==> src/rtl/mcr_pkg.sv <==
// Shared types, codes and constants of the midpoint circle rasterizer.
package mcr_pkg;

  localparam int COORD_BITS_DEF  = 10;
  localparam int QUEUE_DEPTH_DEF = 2;

  localparam int CTR_W     = 10;
  localparam int RAD_W     = 9;
  localparam int DIM_W     = 11;
  localparam int PIX_W     = 12;
  localparam int DEC_W     = 16;
  localparam int CFG_IDX_W = 1;
  localparam int PIX_IDX_W = 3;

  localparam logic [DIM_W-1:0] IMG_DIM_RESET = 11'd750;

  localparam logic [DEC_W-1:0] DEC_INIT     = 16'd3;
  localparam logic [DEC_W-1:0] DEC_STEP_IN  = 16'd6;
  localparam logic [DEC_W-1:0] DEC_STEP_OUT = 16'd10;

  localparam logic [PIX_IDX_W-1:0] PIX_IDX_LAST = 3'd7;

  typedef enum logic {
    REQ_START = 1'b0,
    REQ_STEP  = 1'b1
  } req_t;

  localparam logic [CFG_IDX_W-1:0] CFG_IMAGE_WIDTH  = 1'b0;
  localparam logic [CFG_IDX_W-1:0] CFG_IMAGE_HEIGHT = 1'b1;

  typedef struct packed {
    logic in_image;
    logic last_of_point;
    logic circle_done;
  } pix_flags_t;

endpackage

==> src/rtl/mcr_front.sv <==
// Front end: holds the circle state, applies start and step items, emits point records.
module mcr_front import mcr_pkg::*; #(
  parameter int COORD_BITS = COORD_BITS_DEF
) (
  input  logic                  clk,
  input  logic                  rst_n,
  input  logic                  item_accept,
  input  logic                  req_type,
  input  logic [CTR_W-1:0]      center_x,
  input  logic [CTR_W-1:0]      center_y,
  input  logic [RAD_W-1:0]      radius,
  output logic                  pt_valid,
  output logic [COORD_BITS-1:0] pt_cx,
  output logic [COORD_BITS-1:0] pt_cy,
  output logic [COORD_BITS-1:0] pt_a,
  output logic [COORD_BITS-1:0] pt_b,
  output logic                  pt_done
);

  localparam int AW = COORD_BITS + 1;
  localparam int BW = COORD_BITS + 2;

  logic [COORD_BITS-1:0] centre_col_r, centre_col_nxt;
  logic [COORD_BITS-1:0] centre_row_r, centre_row_nxt;
  logic [COORD_BITS-1:0] offset_a_r, offset_a_nxt;
  logic [COORD_BITS-1:0] offset_b_r, offset_b_nxt;
  logic [DEC_W-1:0]      decision_r, decision_nxt;
  logic                  active_r, active_nxt;

  logic                  is_start;
  logic                  dec_neg;
  logic [AW-1:0]         a_inc;
  logic signed [BW-1:0]  b_upd;
  logic                  done_step;
  logic [DEC_W-1:0]      dec_upd;
  logic [COORD_BITS-1:0] rad_c;

  assign is_start = (req_t'(req_type) == REQ_START);
  assign dec_neg  = decision_r[DEC_W-1];
  assign rad_c    = COORD_BITS'(radius);

  always_comb begin
    a_inc     = AW'(offset_a_r) + AW'(1);
    b_upd     = dec_neg ? $signed(BW'(offset_b_r)) : $signed(BW'(offset_b_r) - BW'(1));
    done_step = $signed({1'b0, a_inc}) > b_upd;
    if (dec_neg) begin
      dec_upd = decision_r + (DEC_W'(offset_a_r) << 2) + DEC_STEP_IN;
    end else begin
      dec_upd = decision_r + ((DEC_W'(offset_a_r) - DEC_W'(offset_b_r)) << 2) + DEC_STEP_OUT;
    end
  end

  always_comb begin
    centre_col_nxt = centre_col_r;
    centre_row_nxt = centre_row_r;
    offset_a_nxt   = offset_a_r;
    offset_b_nxt   = offset_b_r;
    decision_nxt   = decision_r;
    active_nxt     = active_r;
    if (item_accept) begin
      if (is_start) begin
        centre_col_nxt = COORD_BITS'(center_x);
        centre_row_nxt = COORD_BITS'(center_y);
        offset_a_nxt   = '0;
        offset_b_nxt   = rad_c;
        decision_nxt   = DEC_INIT - (DEC_W'(rad_c) << 1);
        active_nxt     = 1'b1;
      end else if (active_r) begin
        offset_a_nxt = a_inc[COORD_BITS-1:0];
        offset_b_nxt = b_upd[COORD_BITS-1:0];
        decision_nxt = dec_upd;
        active_nxt   = !done_step;
      end
    end
  end

  always_ff @(posedge clk) begin
    if (!rst_n) begin
      centre_col_r <= '0;
      centre_row_r <= '0;
      offset_a_r   <= '0;
      offset_b_r   <= '0;
      decision_r   <= '0;
      active_r     <= 1'b0;
    end else begin
      centre_col_r <= centre_col_nxt;
      centre_row_r <= centre_row_nxt;
      offset_a_r   <= offset_a_nxt;
      offset_b_r   <= offset_b_nxt;
      decision_r   <= decision_nxt;
      active_r     <= active_nxt;
    end
  end

  // A step item snapshots the point before the state moves on.
  assign pt_valid = item_accept && !is_start && active_r;
  assign pt_cx    = centre_col_r;
  assign pt_cy    = centre_row_r;
  assign pt_a     = offset_a_r;
  assign pt_b     = offset_b_r;
  assign pt_done  = done_step;

endmodule

==> src/rtl/mcr_queue.sv <==
// Small register-based FIFO of point records between front and back end.
module mcr_queue #(
  parameter int WIDTH = 8,
  parameter int DEPTH = 2
) (
  input  logic             clk,
  input  logic             rst_n,
  input  logic             push,
  input  logic [WIDTH-1:0] push_data,
  output logic             full,
  input  logic             pop,
  output logic [WIDTH-1:0] pop_data,
  output logic             valid
);

  localparam int PTR_W = (DEPTH > 1) ? $clog2(DEPTH) : 1;
  localparam int CNT_W = $clog2(DEPTH + 1);
  localparam logic [PTR_W-1:0] PTR_LAST = PTR_W'(DEPTH - 1);

  logic [WIDTH-1:0] mem_r [DEPTH];
  logic [PTR_W-1:0] wr_ptr_r, wr_ptr_nxt;
  logic [PTR_W-1:0] rd_ptr_r, rd_ptr_nxt;
  logic [CNT_W-1:0] count_r, count_nxt;
  logic             do_push;
  logic             do_pop;

  assign full     = (count_r == CNT_W'(DEPTH));
  assign valid    = (count_r != '0);
  assign pop_data = mem_r[rd_ptr_r];
  assign do_push  = push && !full;
  assign do_pop   = pop && valid;

  always_comb begin
    wr_ptr_nxt = wr_ptr_r;
    rd_ptr_nxt = rd_ptr_r;
    count_nxt  = count_r;
    if (do_push) begin
      wr_ptr_nxt = (wr_ptr_r == PTR_LAST) ? '0 : wr_ptr_r + PTR_W'(1);
    end
    if (do_pop) begin
      rd_ptr_nxt = (rd_ptr_r == PTR_LAST) ? '0 : rd_ptr_r + PTR_W'(1);
    end
    if (do_push && !do_pop) begin
      count_nxt = count_r + CNT_W'(1);
    end else if (do_pop && !do_push) begin
      count_nxt = count_r - CNT_W'(1);
    end
  end

  always_ff @(posedge clk) begin
    if (!rst_n) begin
      wr_ptr_r <= '0;
      rd_ptr_r <= '0;
      count_r  <= '0;
    end else begin
      wr_ptr_r <= wr_ptr_nxt;
      rd_ptr_r <= rd_ptr_nxt;
      count_r  <= count_nxt;
    end
  end

  always_ff @(posedge clk) begin
    if (do_push) begin
      mem_r[wr_ptr_r] <= push_data;
    end
  end

endmodule

==> src/rtl/mcr_back.sv <==
// Back end: walks the eight symmetric pixels of each point into the output register.
module mcr_back import mcr_pkg::*; #(
  parameter int COORD_BITS = COORD_BITS_DEF
) (
  input  logic                  clk,
  input  logic                  rst_n,
  input  logic                  q_valid,
  input  logic [COORD_BITS-1:0] q_cx,
  input  logic [COORD_BITS-1:0] q_cy,
  input  logic [COORD_BITS-1:0] q_a,
  input  logic [COORD_BITS-1:0] q_b,
  input  logic                  q_done,
  output logic                  q_pop,
  input  logic [DIM_W-1:0]      img_width,
  input  logic [DIM_W-1:0]      img_height,
  input  logic                  out_pop,
  output logic                  out_valid,
  output logic [PIX_W-1:0]      out_pixel_x,
  output logic [PIX_W-1:0]      out_pixel_y,
  output pix_flags_t            out_flags
);

  localparam int PW = COORD_BITS + 2;
  localparam int CW = (COORD_BITS + 1 > DIM_W) ? COORD_BITS + 1 : DIM_W;

  logic                  busy_r, busy_nxt;
  logic [PIX_IDX_W-1:0]  idx_r, idx_nxt;
  logic [COORD_BITS-1:0] cx_r, cy_r, a_r, b_r;
  logic                  done_r;
  logic                  out_valid_r, out_valid_nxt;
  logic [PIX_W-1:0]      pix_x_r, pix_y_r;
  pix_flags_t            flags_r;

  logic                  adv;
  logic                  at_last;
  logic                  load;
  logic [COORD_BITS-1:0] xo, yo;
  logic signed [PW-1:0]  px, py;
  logic                  x_in, y_in;
  pix_flags_t            flags_nxt;

  assign at_last = (idx_r == PIX_IDX_LAST);
  assign adv     = busy_r && (!out_valid_r || out_pop);
  assign load    = q_valid && (!busy_r || (adv && at_last));
  assign q_pop   = load;

  // Bit 2 of the index swaps the offsets, bits 0 and 1 negate x and y.
  always_comb begin
    xo = idx_r[2] ? b_r : a_r;
    yo = idx_r[2] ? a_r : b_r;
    px = idx_r[0] ? $signed(PW'(cx_r) - PW'(xo)) : $signed(PW'(cx_r) + PW'(xo));
    py = idx_r[1] ? $signed(PW'(cy_r) - PW'(yo)) : $signed(PW'(cy_r) + PW'(yo));
    x_in = !px[PW-1] && (CW'(px[PW-2:0]) < CW'(img_width));
    y_in = !py[PW-1] && (CW'(py[PW-2:0]) < CW'(img_height));
    flags_nxt.in_image      = x_in && y_in;
    flags_nxt.last_of_point = at_last;
    flags_nxt.circle_done   = at_last && done_r;
  end

  always_comb begin
    busy_nxt = busy_r;
    idx_nxt  = idx_r;
    if (load) begin
      busy_nxt = 1'b1;
      idx_nxt  = '0;
    end else if (adv) begin
      busy_nxt = !at_last;
      idx_nxt  = idx_r + PIX_IDX_W'(1);
    end
    out_valid_nxt = out_valid_r;
    if (adv) begin
      out_valid_nxt = 1'b1;
    end else if (out_pop) begin
      out_valid_nxt = 1'b0;
    end
  end

  always_ff @(posedge clk) begin
    if (!rst_n) begin
      busy_r      <= 1'b0;
      idx_r       <= '0;
      out_valid_r <= 1'b0;
    end else begin
      busy_r      <= busy_nxt;
      idx_r       <= idx_nxt;
      out_valid_r <= out_valid_nxt;
    end
  end

  always_ff @(posedge clk) begin
    if (load) begin
      cx_r   <= q_cx;
      cy_r   <= q_cy;
      a_r    <= q_a;
      b_r    <= q_b;
      done_r <= q_done;
    end
    if (adv) begin
      pix_x_r <= PIX_W'(px);
      pix_y_r <= PIX_W'(py);
      flags_r <= flags_nxt;
    end
  end

  assign out_valid   = out_valid_r;
  assign out_pixel_x = pix_x_r;
  assign out_pixel_y = pix_y_r;
  assign out_flags   = flags_r;

endmodule

==> src/rtl/midpoint_circle_rasterizer_unit.sv <==
// Top level of the midpoint circle rasterizer: front end, point queue, pixel back end.
//
// A start item (req_type 0) latches centre and radius when accepted and produces no
// pixels; each step item (req_type 1) produces the eight symmetric pixels of the
// current point, one transfer per cycle while the receiver pops, so a circle streams
// at one pixel per clock unless the output is held. That rate is set by the back-end
// pixel sequencer, which walks the eight symmetric positions of one queued point
// through a single adder pair. The front end updates the decision value in the cycle
// it accepts an item and hands a point snapshot into a two-entry queue, so step items
// may arrive in consecutive cycles until the queue fills; full then holds off new
// items (start items included) until the back end frees a slot. The single output
// register holds the oldest pixel until pop; while it waits, the back end stalls and
// the queue absorbs further step items. A step with
// no circle in progress is swallowed with no pixels. The image size registers are
// written through the cfg port, which is always ready; write them only while idle.
module midpoint_circle_rasterizer_unit import mcr_pkg::*; #(
  parameter int COORD_BITS  = COORD_BITS_DEF,
  parameter int QUEUE_DEPTH = QUEUE_DEPTH_DEF
) (
  input  logic                 clk,
  input  logic                 rst_n,
  input  logic                 push,
  output logic                 full,
  input  logic                 in_req_type,
  input  logic [CTR_W-1:0]     in_center_x,
  input  logic [CTR_W-1:0]     in_center_y,
  input  logic [RAD_W-1:0]     in_radius,
  output logic                 empty,
  input  logic                 pop,
  output logic signed [PIX_W-1:0] out_pixel_x,
  output logic signed [PIX_W-1:0] out_pixel_y,
  output logic                 out_in_image,
  output logic                 out_last_of_point,
  output logic                 out_circle_done,
  input  logic                 cfg_valid,
  output logic                 cfg_ready,
  input  logic [CFG_IDX_W-1:0] cfg_index,
  input  logic [DIM_W-1:0]     cfg_data
);

  localparam int QW = 4 * COORD_BITS + 1;

  logic [DIM_W-1:0] img_width_r, img_width_nxt;
  logic [DIM_W-1:0] img_height_r, img_height_nxt;

  logic                  item_accept;
  logic                  pt_valid;
  logic [COORD_BITS-1:0] pt_cx, pt_cy, pt_a, pt_b;
  logic                  pt_done;
  logic                  q_full;
  logic                  q_valid;
  logic                  q_pop;
  logic [QW-1:0]         q_rd_data;
  logic                  out_valid;
  logic [PIX_W-1:0]      pix_x, pix_y;
  pix_flags_t            pix_flags;

  // Configuration registers; the port never stalls.
  assign cfg_ready = 1'b1;

  always_comb begin
    img_width_nxt  = img_width_r;
    img_height_nxt = img_height_r;
    if (cfg_valid) begin
      unique case (cfg_index)
        CFG_IMAGE_WIDTH:  img_width_nxt  = cfg_data;
        CFG_IMAGE_HEIGHT: img_height_nxt = cfg_data;
        default: ;
      endcase
    end
  end

  always_ff @(posedge clk) begin
    if (!rst_n) begin
      img_width_r  <= IMG_DIM_RESET;
      img_height_r <= IMG_DIM_RESET;
    end else begin
      img_width_r  <= img_width_nxt;
      img_height_r <= img_height_nxt;
    end
  end

  // Every item, start or step, is gated on a free queue slot.
  assign full        = q_full;
  assign item_accept = push && !q_full;

  mcr_front #(
    .COORD_BITS (COORD_BITS)
  ) u_front (
    .clk         (clk),
    .rst_n       (rst_n),
    .item_accept (item_accept),
    .req_type    (in_req_type),
    .center_x    (in_center_x),
    .center_y    (in_center_y),
    .radius      (in_radius),
    .pt_valid    (pt_valid),
    .pt_cx       (pt_cx),
    .pt_cy       (pt_cy),
    .pt_a        (pt_a),
    .pt_b        (pt_b),
    .pt_done     (pt_done)
  );

  mcr_queue #(
    .WIDTH (QW),
    .DEPTH (QUEUE_DEPTH)
  ) u_queue (
    .clk       (clk),
    .rst_n     (rst_n),
    .push      (pt_valid),
    .push_data ({pt_cx, pt_cy, pt_a, pt_b, pt_done}),
    .full      (q_full),
    .pop       (q_pop),
    .pop_data  (q_rd_data),
    .valid     (q_valid)
  );

  mcr_back #(
    .COORD_BITS (COORD_BITS)
  ) u_back (
    .clk         (clk),
    .rst_n       (rst_n),
    .q_valid     (q_valid),
    .q_cx        (q_rd_data[QW-1 -: COORD_BITS]),
    .q_cy        (q_rd_data[QW-1-COORD_BITS -: COORD_BITS]),
    .q_a         (q_rd_data[QW-1-2*COORD_BITS -: COORD_BITS]),
    .q_b         (q_rd_data[COORD_BITS:1]),
    .q_done      (q_rd_data[0]),
    .q_pop       (q_pop),
    .img_width   (img_width_r),
    .img_height  (img_height_r),
    .out_pop     (pop),
    .out_valid   (out_valid),
    .out_pixel_x (pix_x),
    .out_pixel_y (pix_y),
    .out_flags   (pix_flags)
  );

  assign empty             = !out_valid;
  assign out_pixel_x       = $signed(pix_x);
  assign out_pixel_y       = $signed(pix_y);
  assign out_in_image      = pix_flags.in_image;
  assign out_last_of_point = pix_flags.last_of_point;
  assign out_circle_done   = pix_flags.circle_done;

  // The end of a circle is only ever flagged on the closing pixel of a point.
  assert property (@(posedge clk) disable iff (!rst_n)
    (!empty && out_circle_done) |-> out_last_of_point)
    else $error("circle_done without last_of_point");

  // The front end only issues a point when the queue had room for its item.
  assert property (@(posedge clk) disable iff (!rst_n)
    pt_valid |-> !q_full)
    else $error("point record pushed into a full queue");

  // A pixel flagged in-image never has a negative coordinate.
  assert property (@(posedge clk) disable iff (!rst_n)
    (!empty && out_in_image) |-> (!out_pixel_x[PIX_W-1] && !out_pixel_y[PIX_W-1]))
    else $error("negative coordinate flagged in-image");

  // Reset leaves no result waiting.
  assert property (@(posedge clk) !rst_n |=> empty)
    else $error("result pending after reset");

endmodule

==> config.mk <==
export PLATFORM = sky130hd
export DESIGN_NAME = midpoint_circle_rasterizer_unit
export DESIGN_NICKNAME = d
export VERILOG_FILES = /design/src/rtl/mcr_pkg.sv /design/src/rtl/mcr_front.sv /design/src/rtl/mcr_queue.sv /design/src/rtl/mcr_back.sv /design/src/rtl/midpoint_circle_rasterizer_unit.sv
export SDC_FILE = /design/constraint.sdc
export NUM_CORES = 1
export LEC_CHECK = 0
export BUFFER_PORTS_ARGS = -buffer_cell sky130_fd_sc_hd__buf_4
export CORE_MARGIN = 2
export CORE_UTILIZATION = 32
export CTS_CLUSTER_DIAMETER = 100
export CTS_CLUSTER_SIZE = 16
export DETAILED_ROUTE_END_ITERATION = 8
export GPL_ROUTABILITY_DRIVEN = 0
export HOLD_SLACK_MARGIN = 0.05
export PLACE_DENSITY = 0.46
export SLEW_MARGIN = 10
export SYNTH_ARGS = -nofsm -noshare
export SYNTH_HDL_FRONTEND = slang
export SYNTH_SLANG_ARGS = --single-unit
==> constraint.sdc <==
create_clock -name clk -period 5.7 [get_ports clk]
set_clock_uncertainty 0.2 [all_clocks]
set_input_delay 0 -clock clk [delete_from_list [all_inputs] [get_ports clk]]
set_output_delay 0 -clock clk [all_outputs]
set_load 0.1 [all_outputs]
==> summary.md, run 1 <==
| Metric | Value |
|---|---|
| Slew headroom | `26.1%` |
| Core area | `41900 µm²` |
| Final ANT Viol Nets | `0` |
| Pin count of the biggest net entering global routing | `73` |
| Die W | `210 µm` |
| Peak Freq | `219 MHz` |
| Vias in the first global route | `9664` |
| CP Launch Type | `register` |
| Post-synth ARST share | `0%` |
| Vias per std cell | `4.91` |
| DR WL/cell | `17.0 µm` |
| Clock-pin transition on the worst setup and hold timing paths | `0.08 ns` |
| Clk_lat worst skew | `0.51 ns` |
| Final HPWL DP | `24100 µm` |
| Synth Flop Type | `edfxtp_1` |
| Max-slew violation count | `0` |
| IO Count | `77` |
| Max Buffers Root-to-Sink | `3` |
| Cell Chain, Critical Path | `buf_4, mux2i_1, ha_1, o21ai_0, a21oi_1, o41ai_1, mux2i_1, xor2_1, ha_1, a2111oi_0, o21ai_0, o2111ai_1, a21boi_0, a2111oi_0, and4_1` |
| # fillers | `4151` |
| Fin area | `15900 µm²` |
| Layout Utilization | `38.0%` |
| H-tree depth | `1` |
| Synthesized area | `13500 µm²` |
| Area grow syn2layout | `17.8%` |
| Initial drt markers | `446` |
| Endpoints failing setup | `0` |
| CTS Buf Count | `19` |
| N_diodes | `0` |
| Pwr Density | `501 nW/µm²` |
| Syn Inst Count | `1291` |
| Yosys warnings | `0` |
| Final TNS setup | `0 ns` |
| First-pass GRT wire length | `53400 µm` |
| Net count after synthesis | `1481` |
| Nets | `1613` |
| Crit end category | `register` |
| RSZ-0062 raised after global routing | `false` |
| DR vias | `9686` |
| Total gr overflow | `0` |
| Remaining routing DRC violations | `0` |
| Share of layout cells above drive strength 1 | `11.8%` |
| Syn Area/Cell | `10.5 µm²` |
| Post-CTS Setup Bufs | `0` |
| Leak pwr | `6.38 nW` |
| Worst Hold Class | `in -> reg` |
| Outcome | `completed` |
| Final Cycle Share | `80.0%` |
| Row cnt | `75` |
| WL final | `33600 µm` |
| Register area share after synthesis | `46.2%` |
| Worst-path fanout max | `20` |
| CTS Root Cell | `clkbuf_16` |
| Initial core utilization | `32.3%` |
| Port Buffers | `75` |
| Die area | `43900 µm²` |
| Buf+Inv Stages, Crit Path | `1` |
| VDD IR max | `370 µV` |
| Fin crit period | `4.56 ns` |
| Worst-Margin Slew | `1.11 ns` |
| Placed inst area | `14700 µm²` |
| Max-cap viol count | `0` |
| Total Routing Usage GR | `15.3%` |
| CP max stage delay | `0.45 ns` |
| Worst Path Arrival | `4.73 ns` |
| Initial antenna violation count | `0` |
| Final hold vios | `0` |
| Synth cell types | `61` |
| Die Height | `210 µm` |
| Register area | `6250 µm²` |
| Required time worst endpoint | `5.87 ns` |
| CTS tree | `done` |
| Area of the multi-input gates | `6750 µm²` |
| CP Class | `reg -> reg` |
| TritonRoute pass-1 iters | `5` |
| Post-CTS Resized | `0` |
| Post-route total power | `7.99 mW` |
| CP delay by family, top | `compound AO/OA/AOI/OAI gates` |
| Number of synthesized flops with an enable pin | `150` |
| Clock sink total | `237` |
| Synth Register Bits | `237` |
| Crit-path slowest cell | `o41ai_1` |
Yosys cell counts (11+ instances only):
master / n / area [µm²]
edfxtp_1: 150 / 4500
ha_1: 136 / 1700
nand2_1: 125 / 469
inv_1: 100 / 375
dfxtp_1: 87 / 1740
a21oi_1: 77 / 385
o21ai_0: 77 / 385
nor2_1: 53 / 199
mux2_2: 45 / 507
clkbuf_1: 39 / 146
xnor2_1: 38 / 333
a21boi_0: 35 / 263
nor2b_1: 30 / 188
xor2_1: 28 / 245
mux2i_1: 27 / 270
o211ai_1: 25 / 188
nor3_1: 18 / 90.1
and2_1: 16 / 100
nand2b_1: 16 / 100
nand3_1: 14 / 70.1
a211oi_1: 12 / 90.1
o21a_1: 11 / 82.6
worst register-to-register path, cell delays in order, from the launching register on:
cell and delay (ns):
dfxtp_1 0.38, buf_4 0.33, mux2i_1 0.40, ha_1 0.37, o21ai_0 0.17, a21oi_1 0.15
o41ai_1 0.45, mux2i_1 0.18, xor2_1 0.21, ha_1 0.22, a2111oi_0 0.27, o21ai_0 0.16
o2111ai_1 0.12, a21boi_0 0.16, a2111oi_0 0.39, and4_1 0.25
layout by cell type, fill, tap and decap left out, types with 6 or more instances in the layout:
master,n
a31oi_1,6
nor2_1,51
nand2_1,125
clkbuf_1,11
a21o_1,9
a21oi_1,77
nand3_1,14
or3_1,7
mux2_2,45
o211ai_1,25
a211oi_1,12
buf_4,86
o22ai_1,7
edfxtp_1,150
nor4_1,7
xnor2_1,38
dfxtp_1,86
inv_1,100
mux2i_1,27
o21ai_0,77
ha_1,136
nand2b_1,16
a21boi_0,35
o31a_1,6
dlygate4sd3_1,69
o21bai_1,6
o21a_1,11
nor3_1,18
a221oi_1,6
a2111oi_0,6
clkbuf_16,19
and2_1,15
fa_1,7
nor2b_1,29
xor2_1,28
and3_1,6
power by group:
group | switching (mW) | internal (mW)
Sequential | 0.213 | 2.30
Clock | 0.628 | 0.631
Combinational | 2.64 | 1.58
final cells by class:
| cell class | instances | share of cell area, % |
|---|---|---|
| sequential | 237 | 39.2 |
| multi-input combinational | 909 | 42.4 |
| tap | 539 | 4.24 |
| clock inverter | 3 | 0.149 |
| clock buffer | 30 | 3.25 |
| inverter | 101 | 2.38 |
| timing repair buffer | 155 | 8.39 |
metal layers:
metal,global-route usage (%),routed length (µm)
met2,26.7,15800
met3,1.75,1280
met5,0,0
met1,20.6,16000
met4,3.25,504
sequential cells by signal (all words and copies together) (netlist names), 11 cells and up:
register,cells
u_queue.mem_r,82
u_front.decision_r,15
u_back.out_pixel_x,12
u_back.out_pixel_y,12
img_height_r,11
img_width_r,11
timing repair:
item                       CTS  global route
hold endpoints to repair    74             0
setup endpoints to repair    0             0
hold buffers                69             0
kinds of logic after synthesis:
family                   synth area share (%)
AO/OA/AOI/OAI                            15.0
buffers and inverters                    4.06
multiplexers                             5.75
XOR/XNOR                                 4.27
other                                  0.0277
flip-flops                               46.2
AND/OR/NAND/NOR                          11.1
adder cells (fa/ha/maj)                  13.6
per-stage QoR:
stage          hold slack (ns)  std cells  setup WS, ns
2_1_floorplan          -0.0614       1291          1.36
3_3_place_gp            0.0648       1872          1.34
3_5_place_dp            0.0711       1872          1.20
4_1_cts                 0.0886       1974          1.15
5_1_grt                  0.120       1974         0.766
6_report                 0.112       1974          1.14
path summary, 6_finish.rpt:
path | start | end | slack, ns | depth (start not counted)
worst max-delay path | u_back.idx_r[2] | u_back.out_flags[2] | 1.14 | 15
worst min-delay path | in_center_x[2] | u_front.pt_cx[2] | 0.11 | 4
worst max register to register | u_back.idx_r[2] | u_back.out_flags[2] | 1.14 | 15
worst min register to register | u_front.pt_cy[0] | u_queue.mem_r[0][21] | 0.25 | 0
Note: power is estimated with default switching activity, not from simulation.
==> run 2: changes to the inputs <==
==> constraint.sdc (replaced) <==
create_clock -name clk -period 4.45 [get_ports clk]
set_clock_uncertainty 0.2 [all_clocks]
set_input_delay 0 -clock clk [delete_from_list [all_inputs] [get_ports clk]]
set_output_delay 0 -clock clk [all_outputs]
set_load 0.1 [all_outputs]
==> run 2 against run 1 <==
  * Sequential power rose by 27%
  * Sequential share of layout area fell by 0.66 points
  * Register-to-register slack got worse by 0.86 ns
  * Cell area rose by 1.7%
  * Die area did not move
  * Via count rose by 1.4%
  * Combinational power rose by 33%
  * Flip-flop and latch count did not move
  * Wire length rose by 0.61%
  * Critical path depth rose by 1
  * Worst setup slack got worse by 0.86 ns
  * Highest routed layer unchanged
==> summary.md, run 2 (same netlist as run 1, synthesis figures left out) <==
| Metric | Value |
|---|---|
| Total gr overflow | `0` |
| Clock sink total | `237` |
| Final ANT Viol Nets | `0` |
| Commonest cells after routing, fill and taps aside | `edfxtp_1 (150), ha_1 (135), nand2_1 (125)` |
| Slew headroom | `31.6%` |
| Required time worst endpoint | `4.63 ns` |
| Final HPWL DP | `24400 µm` |
| Row cnt | `75` |
| Max Buffers Root-to-Sink | `3` |
| DR WL/cell | `16.9 µm` |
| # fillers | `4175` |
| Die area | `43900 µm²` |
| Vias in the first global route | `10000` |
| Area of the multi-input gates | `6770 µm²` |
| Endpoints failing setup | `0` |
| CP Class | `reg -> reg` |
| CTS Root Cell | `clkbuf_16` |
| Pin count of the biggest net entering global routing | `89` |
| Fin area | `16200 µm²` |
| Die Height | `210 µm` |
| Peak Freq | `240 MHz` |
| Outcome | `completed` |
| Core area | `41900 µm²` |
| Clock-pin transition on the worst setup and hold timing paths | `0.07 ns` |
| PnR worst setup slack | `0.278 ns` |
| Logic pwr share | `53.9%` |
| CP max stage delay | `0.43 ns` |
| Worst Hold Class | `in -> reg` |
| Share of layout cells above drive strength 1 | `13.7%` |
| Cell Count Post-Placement | `1896` |
| Remaining routing DRC violations | `0` |
| Largest reg by FF count | `u_queue.mem_r` |
| DR vias | `9818` |
| TritonRoute pass-1 iters | `6` |
| Area grow syn2layout | `19.8%` |
| H-tree depth | `1` |
| Commonest non-fill, non-tap cell in the layout | `edfxtp_1` |
| Clk_lat worst skew | `0.51 ns` |
| Worst-Margin Slew | `1.03 ns` |
| Pwr Density | `644 nW/µm²` |
| Cell Chain, Critical Path | `buf_6, mux2_2, ha_1, inv_1, fa_1, o21bai_1, a21oi_1, o21bai_1, a2111oi_0, a221oi_1, xnor2_1, a21oi_1, ha_1, a2111oi_0, a211o_1, and4_1` |
| Top flop regs | `u_queue.mem_r x82, u_front.decision_r x15` |
| Non-filler cells, final | `2005` |
| Final Cycle Share | `93.7%` |
| Initial antenna violation count | `0` |
| Vias per std cell | `4.90` |
| Worst Path Arrival | `4.35 ns` |
| Leak pwr | `6.56 nW` |
| Int Power | `5.93 mW` |
| Die W | `210 µm` |
| Pre-CTS WS | `0.0762 ns` |
| First-pass GRT wire length | `54500 µm` |
| Register area | `6250 µm²` |
| Crit end category | `register` |
| CP Launch Type | `register` |
| Post-route total power | `10.4 mW` |
| Reg power frac | `30.7%` |
| Max-cap viol count | `0` |
| CTS tree | `done` |
| NetSw | `4.50 mW` |
| Placed inst area | `14900 µm²` |
| Total Routing Usage GR | `15.6%` |
| CTS Buf Count | `19` |
| Crit-path slowest cell | `a2111oi_0` |
| Clock power share | `15.4%` |
| Initial drt markers | `388` |
| IO Count | `77` |
| Worst-path fanout max | `20` |
| Initial core utilization | `32.3%` |
| Flip-flop count of the largest register after layout | `82` |
| Nets | `1644` |
| Fin crit period | `4.17 ns` |
| Max-slew violation count | `0` |
| Port Buffers | `75` |
| VDD IR max | `380 µV` |
| WL final | `33800 µm` |
| N_diodes | `0` |
| Net switching fraction of the power | `43.1%` |
| Final hold vios | `0` |
-- run 2: cell types whose count changed in the layout (fill, tap and decap cells not counted), sizes merged --
cell         previous run  this run
buf                    86       111
dlygate4sd3            69        75
clkinv                  2         3
inv                   102       101
-- run 2: layout make-up --
class	count	share of cell area, %
clock buffers	30	3.19
clock inverters	3	0.154
inverters	101	2.34
multi-input cells	909	41.8
flip-flops and latches	237	38.6
well taps	539	4.16
repair buffers	186	9.80
-- run 2: routing by layer --
metal	share of wire, %	up-vias	routed length [µm]	GRT usage (%)
li1	-	4962	-	-
met1	47	4670	15900	20.6
met2	48	155	16300	27.8
met3	3.2	31	1080	1.54
met4	1.7	0	571	3.67
met5	0	-	0	0
-- run 2: worst paths after layout --
path	from	to	slack, ns	cells past startpoint
worst max-delay path	u_back.idx_r[2]	u_back.out_flags[2]	0.28	16
worst min-delay path	cfg_data[5]	img_width_r[5]	0.10	4
worst max register to register	u_back.idx_r[2]	u_back.out_flags[2]	0.28	16
worst min register to register	u_front.pt_cy[5]	u_queue.mem_r[0][26]	0.25	0
-- run 2: what timing repair did --
action | CTS | global route
gates resized for setup | 0 | 15
setup endpoints to repair | 0 | 5
setup buffers | 0 | 1
hold endpoints to repair | 85 | 0
hold buffers | 75 | 0
-- run 2: worst max-delay path, delay by kind of cell (launching register included) --
family	cells	cell delay (ns)
buf+inv	2	0.30
xor+xnor	1	0.15
simple gates	1	0.18
flops	1	0.36
compound gates	8	1.77
mux	1	0.42
fa+ha+maj	3	0.68
-- run 2: per-stage QoR --
stage                     hold slack, ns  util, %  setup TNS, ns
after floorplan                  -0.0614        -              0
after global placement            0.0538     35.5              0
after detailed placement          0.0647     35.5              0
after CTS                         0.0835     38.6              0
after global routing               0.110     38.7        -0.0424
final                              0.102     38.7              0
-- run 2: power by group through the flow --
stage               Clock, mW  Combinational [mW]  Sequential, mW
finish                   1.61                5.62            3.20
global route             1.76                6.28            3.26
CTS                      1.69                5.56            3.21
detailed placement          0                5.47            3.26
global placement            0                5.44            3.25
floorplan                   0                3.32            3.99
==> run 3: changes to the inputs <==
--- a/config.mk
+++ b/config.mk
@@ -5,15 +5,18 @@
 export SDC_FILE = /design/constraint.sdc
 export NUM_CORES = 1
 export LEC_CHECK = 0
+export ABC_AREA = 1
 export BUFFER_PORTS_ARGS = -buffer_cell sky130_fd_sc_hd__buf_4
+export CELL_PAD_IN_SITES_DETAIL_PLACEMENT = 1
+export CELL_PAD_IN_SITES_GLOBAL_PLACEMENT = 1
 export CORE_MARGIN = 2
 export CORE_UTILIZATION = 32
 export CTS_CLUSTER_DIAMETER = 100
-export CTS_CLUSTER_SIZE = 16
+export CTS_CLUSTER_SIZE = 14
 export DETAILED_ROUTE_END_ITERATION = 8
 export GPL_ROUTABILITY_DRIVEN = 0
 export HOLD_SLACK_MARGIN = 0.05
-export PLACE_DENSITY = 0.46
+export PLACE_DENSITY = 0.57
 export SLEW_MARGIN = 10
 export SYNTH_ARGS = -nofsm -noshare
 export SYNTH_HDL_FRONTEND = slang
==> run 3 against run 2 <==
  * Clock power grew 7%
  * Synthesized cell count rose by 27%
  * Die area rose by 2.5%
  * Worst setup slack improved by 0.14 ns
  * Flip-flop and latch count is the same
  * Cell count is 20% higher
  * Register-to-register slack improved by 0.14 ns
  * First-iteration DRC count grew 30%
  * Combinational power increased by 2%
  * Synthesized area grew 2.6%
  * Global-route usage increased by 3.1 points
  * Sequential share of layout area is 0.99 points lower
==> summary.md, run 3 <==
| Metric | Value |
|---|---|
| Outcome | `completed` |
| Reg power frac | `30.2%` |
| CP max stage delay | `0.55 ns` |
| Crit-path slowest cell | `o21ai_0` |
| Pwr Density | `641 nW/µm²` |
| Syn Inst Count | `1641` |
| RSZ-0062 raised after global routing | `false` |
| Met2 WL | `20800 µm` |
| Worst-path fanout max | `33` |
| First-pass GRT wire length | `66300 µm` |
| Clk_lat worst skew | `0.54 ns` |
| Die area | `45000 µm²` |
| Buf+Inv Stages, Crit Path | `3` |
| Final TNS setup | `0 ns` |
| Max-cap viol count | `0` |
| CP delay by family, top | `simple AND/OR/NAND/NOR gates` |
| Flip-flop count of the largest register after layout | `82` |
| Post-synth top area cell | `edfxtp_1` |
| Post-CTS Setup Bufs | `0` |
| Initial drt markers | `505` |
| Die W | `212 µm` |
| Area of the multi-input gates | `6640 µm²` |
| Fin crit period | `4.04 ns` |
| Top cells by area, synth | `edfxtp_1 (32%), dfxtp_1 (13%), ha_1 (12%)` |
| Final HPWL DP | `30800 µm` |
| Final hold vios | `0` |
| Metal1 wirelength | `18400 µm` |
| Synth Register Bits | `237` |
| NetSw | `5.07 mW` |
| Yosys warnings | `0` |
| Synth Flop Type | `edfxtp_1` |
| PnR worst setup slack | `0.413 ns` |
| Initial antenna violation count | `0` |
| N_diodes | `0` |
| Layout Utilization | `38.8%` |
| Required time worst endpoint | `4.53 ns` |
| Post-synth ARST share | `0%` |
| Syn Area/Cell | `8.45 µm²` |
| Most common cell in the netlist | `nand2_1` |
| Max-slew violation count | `0` |
| Register area share after synthesis | `45.0%` |
| Synth cell types | `54` |
| Total Routing Usage GR | `18.7%` |
| Final Cycle Share | `90.7%` |
| Remaining routing DRC violations | `0` |
| CTS Root Cell | `clkbuf_16` |
| Slew headroom | `25.6%` |
| IO Count | `77` |
| Max layer used | `met4` |
| Net count after synthesis | `1831` |
| Pre-CTS WS | `0.200 ns` |
| Most frequent cells after synthesis | `nand2_1 (427), inv_1 (203), a21oi_1 (156)` |
| Endpoints failing setup | `0` |
| Pin count of the biggest net entering global routing | `51` |
| Total gr overflow | `0` |
| CTS tree | `done` |
| Nets | `1989` |
| Net switching fraction of the power | `47.5%` |
| Yosys top cell area share | `32.5%` |
| # fillers | `5084` |
| Crit end category | `register` |
| DR vias | `11400` |
| Register area | `6250 µm²` |
| H-tree depth | `1` |
| Top flop regs | `u_queue.mem_r x82, u_front.decision_r x15` |
| Row cnt | `76` |
| Worst Hold Class | `in -> reg` |
| Port Buffers | `75` |
| Vias per std cell | `4.77` |
| Clock sink total | `237` |
| Max Buffers Root-to-Sink | `3` |
| WL final | `41000 µm` |
| Share of layout cells above drive strength 1 | `8.33%` |
| Area grow syn2layout | `19.9%` |
| Final ANT Viol Nets | `0` |
| Clock-pin transition on the worst setup and hold timing paths | `0.07 ns` |
| DR WL/cell | `17.1 µm` |
| Commonest non-fill, non-tap cell in the layout | `nand2_1` |
| Crit path top cell by count | `nand2_1` |
| Largest reg by FF count | `u_queue.mem_r` |
| CP Class | `reg -> reg` |
| VDD IR max | `404 µV` |
| Initial core utilization | `32.3%` |
| Core area | `42900 µm²` |
| Peak Freq | `248 MHz` |
| Worst Path Arrival | `4.12 ns` |
| Leak pwr | `7.39 nW` |
| TritonRoute pass-1 iters | `4` |
| Cell Chain, Critical Path | `buf_12, o21ai_0, ha_2, nor3_1, nand3_1, nand4_1, xor2_1, nand2_1, nand2_1, inv_1, ha_1, inv_1, nor3_1, nand2_1, o311ai_0, a31oi_1, nand2_1, nor2_1` |
| Int Power | `5.60 mW` |
| CTS Buf Count | `21` |
| Worst-Margin Slew | `1.11 ns` |
| Number of synthesized flops with an enable pin | `150` |
| Logic pwr share | `53.6%` |
| Commonest cells after routing, fill and taps aside | `nand2_1 (427), inv_1 (203), a21oi_1 (155)` |
| Die Height | `212 µm` |
| Vias in the first global route | `12200` |
| CP Launch Type | `register` |
| Clock power share | `16.2%` |
| Met3 routed wirelength | `989 µm` |
| Synthesized area | `13900 µm²` |
==> run 3: logic make-up after synthesis <==
group / count (synthesis) / synth area share (%)
adders and majority gates: 143 / 13.3
other: 1 / 0.0270
buffers and inverters: 259 / 7.29
DFF: 237 / 45.0
AOI/OAI and AO/OA: 323 / 12.6
xor gates and xnor gates: 39 / 2.46
and+or+nand+nor: 638 / 19.3
muxes: 1 / 0.0722
==> run 3: stage by stage <==
step / cell area (µm²) / cells / power, mW / hold WS [ns]
2_1_floorplan: 13900 / 1641 / 7.38 / -0.0696
6_report: 16600 / 2398 / 10.7 / 0.0820
4_1_cts: 16600 / 2398 / 10.8 / 0.0587
5_1_grt: 16600 / 2398 / 11.7 / 0.0955
3_5_place_dp: 15200 / 2275 / 8.98 / 0.0552
3_3_place_gp: 15200 / 2275 / 8.89 / 0.0525
==> run 3: power by group through the flow <==
stage	sequential (mW)	clock (mW)	combinational, mW
floorplan	3.96	0	3.42
global placement	3.26	0	5.63
global route	3.26	1.88	6.52
detailed placement	3.27	0	5.71
CTS	3.22	1.80	5.80
finish	3.22	1.73	5.72
==> run 3: area by class of cell <==
class                           count  area share, %
Clock buffer                       33           3.43
Tap cell                          585           4.40
Multi-Input combinational cell   1145           39.9
Inverter                          210           4.77
Timing Repair Buffer              184           9.68
Clock inverter                      4          0.188
Sequential cell                   237           37.6
==> run 3: worst paths after layout <==
| path | start | to | slack (ns) | cells after the start |
|---|---|---|---|---|
| worst max-delay path | u_back.idx_r[2] | u_back.out_flags[2] | 0.41 | 18 |
| worst min register to register | u_front.pt_cx[9] | u_queue.mem_r[0][40] | 0.26 | 0 |
| worst min-delay path | cfg_data[1] | img_height_r[1] | 0.08 | 4 |
| worst max register to register | u_back.idx_r[2] | u_back.out_flags[2] | 0.41 | 18 |
==> run 3: layer usage <==
layer	vias to the layer above	GRT usage, %
met2	134	34.9
met4	0	4.57
li1	5808	-
met5	-	0
met3	38	1.77
met1	5461	23.1
==> run 3: worst register-to-register path: stages (launching register included) <==
cell	delay, ns
dfxtp_2	0.38
buf_12	0.18
o21ai_0	0.55
ha_2	0.49
nor3_1	0.34
nand3_1	0.17
nand4_1	0.14
xor2_1	0.15
nand2_1	0.06
nand2_1	0.07
inv_1	0.06
ha_1	0.27
inv_1	0.05
nor3_1	0.25
nand2_1	0.09
o311ai_0	0.08
a31oi_1	0.08
nand2_1	0.14
nor2_1	0.06
==> run 3: what timing repair did <==
| item | 4_1_cts | 5_1_grt |
|---|---|---|
| setup endpoints to repair | 0 | 1 |
| resized for setup | 0 | 3 |
| endpoints found under the hold margin | 86 | 0 |
| hold buffers | 86 | 0 |
